==> config.mk <==
export PLATFORM = sky130hd
export DESIGN_NAME = variable_step_lowpass_filter_top
export DESIGN_NICKNAME = d
export VERILOG_FILES = /design/src/rtl/core/vslpf_pkg.sv /design/src/rtl/core/vslpf_ctrl.sv /design/src/rtl/core/vslpf_datapath.sv /design/src/rtl/core/variable_step_lowpass_filter_top.sv
export VERILOG_INCLUDE_DIRS = /design/src /design/src/rtl/core
export SDC_FILE = /design/constraint.sdc
export NUM_CORES = 2
export LEC_CHECK = 0
export BUFFER_PORTS_ARGS = -buffer_cell sky130_fd_sc_hd__buf_2
export CAP_MARGIN = 20
export CORE_MARGIN = 8
export CORE_UTILIZATION = 45
export CTS_CLUSTER_SIZE = 28
export DETAILED_ROUTE_END_ITERATION = 7
export PLACE_DENSITY_LB_ADDON = 0.05
export REMOVE_ABC_BUFFERS = 1
export SKIP_CTS_REPAIR_TIMING = 1
export SYNTH_ARGS = -nofsm -noshare
export SYNTH_HDL_FRONTEND = slang
export SYNTH_HIERARCHICAL = 1
export SYNTH_SLANG_ARGS = --single-unit
==> constraint.sdc <==
create_clock -name clk -period 21 [get_ports clk]
set_input_delay 2.1 -clock clk [delete_from_list [all_inputs] [get_ports clk]]
set_output_delay 2.1 -clock clk [all_outputs]
set_load 0.1 [all_outputs]
==> src/rtl/core/variable_step_lowpass_filter_top_defines.svh <==
// Assertion helpers for the variable step low-pass filter.
`ifndef VARIABLE_STEP_LOWPASS_FILTER_TOP_DEFINES_SVH
`define VARIABLE_STEP_LOWPASS_FILTER_TOP_DEFINES_SVH

// Checked on every clock edge outside reset.
`define VSLPF_ASSERT(lbl, prop, msg) \
	lbl: assert property (@(posedge clk) disable iff (!arst_n) prop) else $error(msg);

// Checked on every clock edge, reset included.
`define VSLPF_ASSERT_ALWAYS(lbl, prop, msg) \
	lbl: assert property (@(posedge clk) prop) else $error(msg);

`endif

==> src/rtl/core/vslpf_pkg.sv <==
package vslpf_pkg;

	localparam int MAX_CH     = 4;
	localparam int CFG_IDX_W  = 3;
	localparam int CFG_DATA_W = 32;
	localparam int TAU_W      = 32;
	localparam int ALPHA_W    = 17;
	localparam int FRAC_BITS  = 16;
	localparam int DIV_STEPS  = 17;
	localparam int STEP_W     = 5;

	localparam logic [ALPHA_W-1:0] ALPHA_ONE = 17'h10000;
	localparam logic [TAU_W-1:0]   TAU_RESET = 32'd1000;

	typedef enum logic [CFG_IDX_W-1:0] {
		REG_TC0  = 3'd0,
		REG_TC1  = 3'd1,
		REG_TC2  = 3'd2,
		REG_TC3  = 3'd3,
		REG_MASK = 3'd4
	} cfg_reg_t;

	typedef struct packed {
		logic load;
		logic setup;
		logic div;
		logic div_first;
		logic mul;
		logic acc;
		logic emit;
	} vslpf_cmd_t;

endpackage

==> src/rtl/core/vslpf_ctrl.sv <==
module vslpf_ctrl
	import vslpf_pkg::*;
#(
	parameter int NUM_CHANNELS = 4,
	parameter int CH_W         = 2
) (
	input  logic            clk,
	input  logic            arst_n,
	input  logic            s_tvalid,
	output logic            s_tready,
	output logic            m_tvalid,
	input  logic            m_tready,
	output vslpf_cmd_t      cmd,
	output logic [CH_W-1:0] ch
);

	typedef enum logic [2:0] {
		ST_IDLE,
		ST_SETUP,
		ST_DIV,
		ST_MUL,
		ST_ACC,
		ST_DONE
	} state_t;

	state_t            state_q;
	logic [STEP_W-1:0] step_q;
	logic [CH_W-1:0]   ch_q;
	logic              m_tvalid_q;
	logic              slot_free;

	assign slot_free = !m_tvalid_q || m_tready;

	always_comb begin
		cmd           = '0;
		cmd.load      = (state_q == ST_IDLE) && s_tvalid;
		cmd.setup     = (state_q == ST_SETUP);
		cmd.div       = (state_q == ST_DIV);
		cmd.div_first = (state_q == ST_DIV) && (step_q == '0);
		cmd.mul       = (state_q == ST_MUL);
		cmd.acc       = (state_q == ST_ACC);
		cmd.emit      = (state_q == ST_DONE) && slot_free;
	end

	assign s_tready = (state_q == ST_IDLE);
	assign m_tvalid = m_tvalid_q;
	assign ch       = ch_q;

	always_ff @(posedge clk or negedge arst_n) begin
		if (!arst_n) begin
			state_q    <= ST_IDLE;
			step_q     <= '0;
			ch_q       <= '0;
			m_tvalid_q <= 1'b0;
		end else begin
			if (state_q == ST_DONE && slot_free)
				m_tvalid_q <= 1'b1;
			else if (m_tready)
				m_tvalid_q <= 1'b0;
			case (state_q)
				ST_IDLE: begin
					if (s_tvalid) begin
						state_q <= ST_SETUP;
						ch_q    <= '0;
					end
				end
				ST_SETUP: begin
					state_q <= ST_DIV;
					step_q  <= '0;
				end
				ST_DIV: begin
					if (step_q == STEP_W'(DIV_STEPS - 1))
						state_q <= ST_MUL;
					else
						step_q <= step_q + STEP_W'(1);
				end
				ST_MUL: state_q <= ST_ACC;
				ST_ACC: begin
					if (ch_q == CH_W'(NUM_CHANNELS - 1)) begin
						state_q <= ST_DONE;
					end else begin
						ch_q    <= ch_q + CH_W'(1);
						state_q <= ST_SETUP;
					end
				end
				ST_DONE: begin
					if (slot_free)
						state_q <= ST_IDLE;
				end
				default: state_q <= ST_IDLE;
			endcase
		end
	end

endmodule

==> src/rtl/core/vslpf_datapath.sv <==
module vslpf_datapath
	import vslpf_pkg::*;
#(
	parameter int NUM_CHANNELS = 4,
	parameter int SAMPLE_WIDTH = 32,
	parameter int TIME_WIDTH   = 48,
	parameter int CH_W         = 2,
	parameter int DATA_W       = 176
) (
	input  logic                  clk,
	input  logic                  arst_n,
	input  vslpf_cmd_t            cmd,
	input  logic [CH_W-1:0]       ch,
	input  logic [DATA_W-1:0]     s_tdata,
	output logic [DATA_W-1:0]     m_tdata,
	input  logic                  cfg_we,
	input  logic [CFG_IDX_W-1:0]  cfg_index,
	input  logic [CFG_DATA_W-1:0] cfg_wdata
);

	localparam int DW = ((TIME_WIDTH > TAU_W) ? TIME_WIDTH : TAU_W) + 1;
	localparam int PW = SAMPLE_WIDTH + ALPHA_W + 2;
	localparam int SW = SAMPLE_WIDTH;

	logic [TAU_W-1:0]        tau_q [NUM_CHANNELS];
	logic [NUM_CHANNELS-1:0] en_q;

	logic [TIME_WIDTH-1:0] prev_time_q;
	logic [TIME_WIDTH-1:0] time_q;
	logic [TIME_WIDTH-1:0] dt_q;
	logic [SW-1:0]         x_q    [NUM_CHANNELS];
	logic [SW-1:0]         prev_q [NUM_CHANNELS];

	logic [DW-1:0]      s_q;
	logic [DW-1:0]      r_q;
	logic [ALPHA_W-1:0] q_q;
	logic               zero_q;
	logic signed [PW-1:0] prod_q;
	logic [DATA_W-1:0]  out_q;

	logic [TIME_WIDTH-1:0] now;
	logic [TAU_W-1:0]      tau_sel;
	logic [DW-1:0]         sum_w;
	logic [DW-1:0]         half_dt;
	logic [DW-1:0]         half_s;
	logic                  ovf;
	logic [DW:0]           r2;
	logic [DW:0]           sx;
	logic                  ge;
	logic [ALPHA_W-1:0]    alpha;
	logic [SW-1:0]         x_sel;
	logic [SW-1:0]         p_sel;
	logic signed [SW:0]    diff;
	logic signed [ALPHA_W:0] alpha_s;
	logic signed [PW-1:0]  prod_w;
	logic signed [PW-1:0]  acc_w;
	logic [SW-1:0]         sat_w;
	logic [SW-1:0]         new_val;
	logic [DATA_W-1:0]     out_w;

	assign now     = s_tdata[TIME_WIDTH-1:0];
	assign tau_sel = tau_q[ch];
	assign sum_w   = DW'(dt_q) + DW'(tau_sel);
	assign ovf     = (TIME_WIDTH == 64) && sum_w[DW-1];
	assign half_dt = DW'(dt_q >> 1);
	assign half_s  = half_dt + DW'(tau_sel >> 1) + DW'(1);

	assign r2 = {r_q, 1'b0};
	assign sx = {1'b0, s_q};
	assign ge = cmd.div_first ? (r_q >= s_q) : (r2 >= sx);

	assign alpha   = zero_q ? ALPHA_ONE : q_q;
	assign x_sel   = x_q[ch];
	assign p_sel   = prev_q[ch];
	assign diff    = $signed({x_sel[SW-1], x_sel}) - $signed({p_sel[SW-1], p_sel});
	assign alpha_s = $signed({1'b0, alpha});
	assign prod_w  = alpha_s * diff;

	// floor(alpha * d / 2^16) added to the old value, clamped to the sample range
	assign acc_w = (prod_q >>> FRAC_BITS) + PW'($signed(p_sel));

	always_comb begin
		if (acc_w[PW-1:SW-1] == '0 || acc_w[PW-1:SW-1] == '1)
			sat_w = acc_w[SW-1:0];
		else if (acc_w[PW-1])
			sat_w = {1'b1, {(SW-1){1'b0}}};
		else
			sat_w = {1'b0, {(SW-1){1'b1}}};
	end

	assign new_val = en_q[ch] ? sat_w : x_sel;

	always_comb begin
		out_w = '0;
		out_w[TIME_WIDTH-1:0] = time_q;
		for (int i = 0; i < NUM_CHANNELS; i++)
			out_w[TIME_WIDTH + i*SW +: SW] = prev_q[i];
	end

	assign m_tdata = out_q;

	for (genvar g = 0; g < NUM_CHANNELS; g++) begin : g_tau
		always_ff @(posedge clk or negedge arst_n) begin
			if (!arst_n)
				tau_q[g] <= TAU_RESET;
			else if (cfg_we && cfg_index == CFG_IDX_W'(int'(REG_TC0) + g))
				tau_q[g] <= cfg_wdata[TAU_W-1:0];
		end
	end

	always_ff @(posedge clk or negedge arst_n) begin
		if (!arst_n)
			en_q <= '1;
		else if (cfg_we && cfg_index == REG_MASK)
			en_q <= cfg_wdata[NUM_CHANNELS-1:0];
	end

	always_ff @(posedge clk or negedge arst_n) begin
		if (!arst_n) begin
			prev_time_q <= '0;
			for (int i = 0; i < NUM_CHANNELS; i++)
				prev_q[i] <= '0;
		end else begin
			if (cmd.load)
				prev_time_q <= now;
			if (cmd.acc)
				prev_q[ch] <= new_val;
		end
	end

	always_ff @(posedge clk) begin
		if (cmd.load) begin
			time_q <= now;
			dt_q   <= (now >= prev_time_q) ? now - prev_time_q : '0;
			for (int i = 0; i < NUM_CHANNELS; i++)
				x_q[i] <= s_tdata[TIME_WIDTH + i*SW +: SW];
		end
		if (cmd.setup) begin
			s_q    <= ovf ? half_s : sum_w;
			r_q    <= ovf ? half_dt : DW'(dt_q);
			zero_q <= (sum_w == '0);
			q_q    <= '0;
		end
		if (cmd.div) begin
			if (cmd.div_first) begin
				q_q <= ALPHA_W'(ge);
				if (ge)
					r_q <= r_q - s_q;
			end else begin
				q_q <= {q_q[ALPHA_W-2:0], ge};
				r_q <= ge ? DW'(r2 - sx) : DW'(r2);
			end
		end
		if (cmd.mul)
			prod_q <= prod_w;
		if (cmd.emit)
			out_q <= out_w;
	end

endmodule

==> src/rtl/core/variable_step_lowpass_filter_top.sv <==
// Variable time step first-order low-pass filter over a vector of samples.
// Input stream (s_*): one request carries a timestamp and one signed sample
// per channel. Output stream (m_*): one request per input, carrying the same
// timestamp and the filtered vector. Per channel, alpha = dt / (dt + tau)
// in Q1.16 and new = prev + floor(alpha * (x - prev) / 2^16).
// Config port: cfg_we writes cfg_wdata to register cfg_index:
// 0..3 channel time constants, 4 channel enable mask.
// Sequence: each channel passes through setup, 17 steps of the shared
// restoring divider, multiply and accumulate; m_tvalid rises after the
// last channel is done. One item is in work at a time;
// s_tready is high only while no item is in work.
// The output register holds a finished result while the receiver stalls,
// and the next item is accepted and computed meanwhile; it waits only for
// the output register to empty before it is loaded.
// Reset clears the stored filter values and the previous timestamp to zero,
// sets all time constants to 1000 and enables all channels.
`include "variable_step_lowpass_filter_top_defines.svh"

module variable_step_lowpass_filter_top
	import vslpf_pkg::*;
#(
	parameter int NUM_CHANNELS = 4,
	parameter int SAMPLE_WIDTH = 32,
	parameter int TIME_WIDTH   = 48
) (
	input  logic                  clk,
	input  logic                  arst_n,
	input  logic                  s_tvalid,
	output logic                  s_tready,
	// sample_time, sample_0, sample_1, sample_2, sample_3, zero fill
	input  logic [((TIME_WIDTH + MAX_CH*SAMPLE_WIDTH + 7)/8)*8-1:0] s_tdata,
	output logic                  m_tvalid,
	input  logic                  m_tready,
	// filtered_time, filtered_0, filtered_1, filtered_2, filtered_3, zero fill
	output logic [((TIME_WIDTH + MAX_CH*SAMPLE_WIDTH + 7)/8)*8-1:0] m_tdata,
	input  logic                  cfg_we,
	input  logic [CFG_IDX_W-1:0]  cfg_index,
	input  logic [CFG_DATA_W-1:0] cfg_wdata
);

	localparam int DATA_W = ((TIME_WIDTH + MAX_CH*SAMPLE_WIDTH + 7)/8)*8;
	localparam int CH_W   = (NUM_CHANNELS > 1) ? $clog2(NUM_CHANNELS) : 1;

	vslpf_cmd_t      cmd;
	logic [CH_W-1:0] ch;

	vslpf_ctrl #(
		.NUM_CHANNELS(NUM_CHANNELS),
		.CH_W        (CH_W)
	) u_ctrl (
		.clk     (clk),
		.arst_n  (arst_n),
		.s_tvalid(s_tvalid),
		.s_tready(s_tready),
		.m_tvalid(m_tvalid),
		.m_tready(m_tready),
		.cmd     (cmd),
		.ch      (ch)
	);

	vslpf_datapath #(
		.NUM_CHANNELS(NUM_CHANNELS),
		.SAMPLE_WIDTH(SAMPLE_WIDTH),
		.TIME_WIDTH  (TIME_WIDTH),
		.CH_W        (CH_W),
		.DATA_W      (DATA_W)
	) u_dp (
		.clk      (clk),
		.arst_n   (arst_n),
		.cmd      (cmd),
		.ch       (ch),
		.s_tdata  (s_tdata),
		.m_tdata  (m_tdata),
		.cfg_we   (cfg_we),
		.cfg_index(cfg_index),
		.cfg_wdata(cfg_wdata)
	);

	`VSLPF_ASSERT(a_busy_after_load, cmd.load |=> !s_tready, "accepted while busy")
	`VSLPF_ASSERT(a_emit_slot_free, cmd.emit |-> (!m_tvalid || m_tready), "result overwritten")
	`VSLPF_ASSERT(a_one_cmd, $onehot0({cmd.load, cmd.setup, cmd.div, cmd.mul, cmd.acc, cmd.emit}), "commands overlap")
	`VSLPF_ASSERT_ALWAYS(a_reset_idle, !arst_n |-> (!m_tvalid && s_tready), "not idle in reset")

endmodule
Word-level counts from Yosys, hierarchy flattened --
Memories as Yosys holds them, arrays and structs flattened. Index checks and enable logic that the tools add are counted.
Storage, ports and cells: register bits 758, bits in writable memories 128, input port bits 216, word-level logic and storage cells 117, memories kept 1
Cells by class: $add $sub $neg 8, multiply operators 1, magnitude comparators 6, eq/ne operators 17, multiplexer cells 38, bitwise logic cells 1, reductions and logical operators 23
Memories:
- u_dp.x_q | words 4, bits a word 32, rd ports 1, clocked after memory_dff 0, wr ports 4, line vslpf_datapath.sv:31 | logic [SW-1:0] x_q [NUM_CHANNELS];
Operators with widths (count):
- $mux 32 | 8
- $mux 49 | 5
- $bmux 32 s2 | 2
- $bwmux 128 | 1
- $sub 49x49->49 | 2
- $mux 17 | 4
- $demux 32 s2 | 1
- $mul 18x33->51 | 1
- $ge 50x49->1 | 1
- $add 48x32->49 | 1
- $ge 49x49->1 | 1
- $logic_not 49->1 | 1
- $ge 48x48->1 | 1
- $sub 48x48->48 | 1
- $add 35x32->36 | 1
- $sub 32x32->33 | 1
- $eq 20x20->1 const B | 1
- $logic_not 20->1 | 1
- $pmux 3 s6 | 1
- $eq 3x2->1 const B | 4
- $mux 3 | 4
- $pmux 5 s2 | 1
- $eq 3x3->1 const B | 3
- $logic_and 1x1->1 | 9
- other kinds (23) | 38

Depth between registers and ports, before layout --
depth after elaboration 10, gate-level depth with buffers 44, mapped depth without buffers 39

Modules after synthesis --
The synthesis kept the hierarchy.
By module, submodules not included:
- vslpf_datapath | times used 1, cells each 6286, area each 65094.9 um^2, seq. area each 23797.8 um^2
- vslpf_ctrl | times used 1, cells each 70, area each 694.4 um^2, seq. area each 275.3 um^2

Worst setup path before layout --
OpenSTA, ideal clock, no wires.
path type register to register, start point register u_ctrl.ch_q[0] (netlist: u_ctrl/ch[0]), end point register u_dp.prod_q[50], data pin, arrival 11.354 ns, required time 20.729 ns, setup slack 9.375 ns, stages on the path, launching flop included 42, period minus slack after synthesis 11.625 ns, cell sequence dfrtp_1 buf_1 buf_2 clkbuf_1 buf_1 mux4_2 ha_1 inv_1 fa_1 a21o_1 a21oi_1 o211a_1 nor4_1 or3b_2 clkbuf_1 nand2_1 nand2_1 o21a_1 [... 6 more ...] fa_1 inv_1 fa_1 fa_1 inv_1 fa_1 inv_1 ha_1 a21o_1 a21oi_1 o21bai_1 a311o_1 o31a_1 a211oi_1 o21ai_0 and4_1 a2111oi_0 xnor2_1
Between the ends: cells in the longest elaborated chain, start to end 6
Ends and longest elaborated chain:
- start: declaration | line vslpf_ctrl.sv:28 | logic [CH_W-1:0] ch_q;
- start signal: assignment | line vslpf_ctrl.sv:82 | ch_q <= ch_q + CH_W'(1);
- $not 2->3 (implied by the code) | line vslpf_datapath.sv:74 | assign p_sel = prev_q[ch];
- $bmux 32 s2 | line vslpf_datapath.sv:74
- $mux 32 (implied by the code) (2 in series) | line vslpf_datapath.sv:74
- $sub 32x32->33 * | line vslpf_datapath.sv:75 | assign diff = $signed({x_sel[SW-1], x_sel}) - $signed({p_sel[SW-1], p_sel});
- $mul 18x33->51 * | line vslpf_datapath.sv:77 | assign prod_w = alpha_s * diff;
- net u_dp.prod_w[50] | line vslpf_datapath.sv:55 | logic signed [PW-1:0] prod_w;
- end signal: assignment | line vslpf_datapath.sv:155 | prod_q <= prod_w;
- end: declaration | line vslpf_datapath.sv:38 | logic signed [PW-1:0] prod_q;
The timed path passes the listed nets; every way through them passes the cells marked *. The select of a mux whose other input is x is not followed. A chain may end at the register's enable or synchronous reset.

Final worst setup path --
Same ends and word-level chain as after synthesis.

==> flow_summary.json <==
{
  "area_growth_pct": 11.48,
  "cap_violations": 0,
  "nFillCells": 13540,
  "cp_slowest_cell": "a211oi_1",
  "vias": 48100,
  "p_int_w": 0.003028,
  "ir_drop_mv": 0.07856,
  "post-dp-hpwl_um": 154500,
  "ys.flop_type": "edfxtp_1",
  "fin_util": 0.5045,
  "synthTopCellsByArea": "edfxtp_1 (23%), fa_1 (16%), dfrtp_1 (11%)",
  "antenna_found_initial": 5,
  "async_flop_share": 0.3667,
  "dieArea_sq_um": 158700,
  "drt_iter0_drc": 3193,
  "grt_setup_unrepaired": "no",
  "slew_viol_final": 0,
  "layout-drive-gt1-share": 0.1498,
  "num_io_pins": 394,
  "insertion_delay_ns": 0.72,
  "ys_seq_area_frac": 0.3659,
  "grt_pass1_wl_um": 302600,
  "cp_slowest_stage_delay_ns": 0.80,
  "cts_root_buf": "clkbuf_16",
  "cts_buffers": 97,
  "power_density_nw_per_um2": 53.98,
  "cp.arrival_ns": 13.02,
  "cts_tree": "yes",
  "grt_use_total": 0.2468,
  "syn_area_sq_um": 65790,
  "htree_levels": 3,
  "cpMostUsedCell": "fa_1",
  "endpoint_kind": "flip-flop",
  "switchingPower_w": 0.0009316,
  "drc": 0,
  "ys_top_cells_by_count": "inv_1 (833), nand2_1 (709), fa_1 (540), edfxtp_1 (502), nor2_1 (467)",
  "outcome": "complete, no violations",
  "fin_crit_ns": 12.58,
  "synth.most_common_cell": "inv_1",
  "syn_inst": 6356,
  "combPwrFrac": 0.068,
  "use_met1": 0.3055,
  "grt_max_degree": 79,
  "hold_path_depth": 0,
  "cp_max_fo": 38,
  "post_drt_via_cell_ratio": 5.535,
  "busiest_layer": "met2",
  "leakage_nw": 32.58,
  "hold_slack_ns": 0.4154,
  "tns_ns": 0,
  "grt_pass1_vias": 50340,
  "hold_viol": 0,
  "cts_buffer_depth": 3,
  "synth_edf_count": 502,
  "port_buffers": 393,
  "gp_congestion": 0.9274,
  "fp.dieH_um": 398.4,
  "ant_nets": 0,
  "yosysTopAreaCellShare": 0.2291,
  "switching_share": 0.2353,
  "fin_crit_sh": 0.5993,
  "clock-sinks": 870,
  "setup_viol_count_final": 0,
  "fmax_ghz": 0.07946,
  "clock_skew_ns": 0.03317,
  "syn_avg_cell_area_sq_um": 10.35,
  "synth_area_leader_cell": "edfxtp_1",
  "critPathKind": "reg2reg",
  "critPathRequiredTime_ns": 21.44,
  "final_nets": 7807,
  "ff2ff_path_depth": 37,
  "hp-class": "reg2reg",
  "die_w_um": 398.4,
  "synth_cell_types": 105,
  "startpoint_type": "flip-flop",
  "use_met3": 0.03048,
  "drtPass1Iterations": 6,
  "core_sq_um": 145400,
  "worst_pin_slew_ns": 1.127,
  "synth-seq-cells": 870,
  "seqPwrFrac": 0.495,
  "grt-ovfl-total": 0,
  "routed_wl_um": 197600,
  "rows": 140,
  "yosys_warnings": 6,
  "clk_pin_slew_ns": 0.06,
  "maxSlewHeadroom": 0.2464,
  "initial_core_util": 0.4525,
  "clockPowerShare": 0.437,
  "gr-usage-met2": 0.4367,
  "wl_per_cell_um": 22.74
}
-- worst max-delay path, delay by kind of cell, from the launching register on --
family	cells	cell delay, ns
AOI/OAI and AO/OA	14	4.18
xor gates and xnor gates	2	0.75
adders and majority gates	8	3.69
buffers and inverters	6	0.98
DFF	1	0.74
muxes	1	0.65
and+or+nand+nor	6	1.27
-- power by group through the flow --
stage	sequential [W]	combinational, W	clock, W
6_report	0.00196	0.000269	0.00173
5_1_grt	0.00197	0.000299	0.00184
3_3_place_gp	0.00199	0.000267	0
2_1_floorplan	0.00197	0.000177	0
4_1_cts	0.00196	0.000273	0.00178
3_5_place_dp	0.00199	0.000273	0
-- registers in the layout, summed over array words and instances (netlist names) --
signal / cells
u_dp/q_q: 17
u_ctrl/ch: 2
u_ctrl/state_q: 3
u_dp/r_q: 49
u_dp/out_w: 128
u_dp/s_q: 49
u_dp/zero_q: 1
u_dp/time_q: 48
u_dp/dt_q: 48
u_dp/en_q: 4
u_dp/m_tdata: 176
u_ctrl/m_tvalid: 1
u_dp/x_q: 128
u_dp/tau_q: 128
u_dp/prev_time_q: 48
u_ctrl/step_q: 5
u_dp/prod_q: 35
-- cell type report --
| class | instances | area, sq um | share of cell area |
|---|---|---|---|
| inverter | 835 | 3149 | 0.04294 |
| sequential | 870 | 24080 | 0.3283 |
| tap | 1917 | 2399 | 0.03270 |
| antenna | 3 | 7.507 | 0.0001024 |
| timing repair buffer | 496 | 2754 | 0.03755 |
| clock buffer | 140 | 2744 | 0.03741 |
| multi-input combinational | 4386 | 37700 | 0.5141 |
| clock inverter | 43 | 504.2 | 0.006875 |
-- logic make-up (layout without fill, tap and decap cells) --
kind of cell | Yosys count | in the layout | share of synthesized area
buffers and inverters | 1100 | 1514 | 0.06383
adders and majority gates | 905 | 905 | 0.2337
xor gates and xnor gates | 282 | 282 | 0.03754
and+or+nand+nor | 1689 | 1689 | 0.1155
DFF | 870 | 870 | 0.3659
other | 0 | 3 | 0
AOI/OAI and AO/OA | 1216 | 1216 | 0.1173
muxes | 294 | 294 | 0.06626
-- metal layers --
metal | share of wire | wire, um
met3 | 0.044 | 8669
met5 | 0.00012 | 23
met1 | 0.41 | 81280
met2 | 0.50 | 98830
met4 | 0.045 | 8795
-- stage by stage --
stage               cells  area (sq um)  setup WS [ns]  power [W]
global route         8687         73340          7.687   0.004105
floorplan            6091         64740          7.350   0.002150
detailed placement   8503         70080          8.428   0.002266
CTS                  8686         73330          8.393   0.004015
global placement     8501         70060          8.606   0.002257
finish               8690         73340          8.415   0.003959
-- final timing paths --
kind                                start                   end  slack, ns
setup / recovery             u_ctrl/ch[0]       u_dp/prod_q[50]       8.42
hold / removal             u_dp/time_q[8]       u_dp/m_tdata[8]       0.42
setup reg to reg             u_ctrl/ch[0]       u_dp/prod_q[50]       8.42
hold reg to reg            u_dp/time_q[8]       u_dp/m_tdata[8]       0.42
max in group asynchronous          arst_n        u_dp/out_w[85]      17.41
min in group asynchronous          arst_n  u_dp/prev_time_q[45]       1.33
-- cell usage in the layout (no fill, tap or decap), types with 25 or more instances in the layout --
cell	count
o21ai_0	322
o21bai_1	37
o21a_1	41
buf_4	102
nand4_1	55
and3_1	35
and2_1	40
a221oi_1	29
a211oi_1	31
clkbuf_16	101
nor2_1	463
inv_1	833
clkbuf_1	32
buf_2	392
nor3_1	53
o22ai_1	46
mux2i_1	35
fa_1	540
xor2_1	115
ha_1	365
nand2_1	708
nor2b_1	64
dfrtp_1	289
xnor2_1	162
a21oi_1	314
nand2b_1	47
mux4_2	97
o31ai_1	25
mux2_2	162
a21o_1	142
a31oi_1	31
dfxtp_1	49
dfstp_2	28
edfxtp_1	502
nand3_1	94
Power figures use the tool's default switching activity.
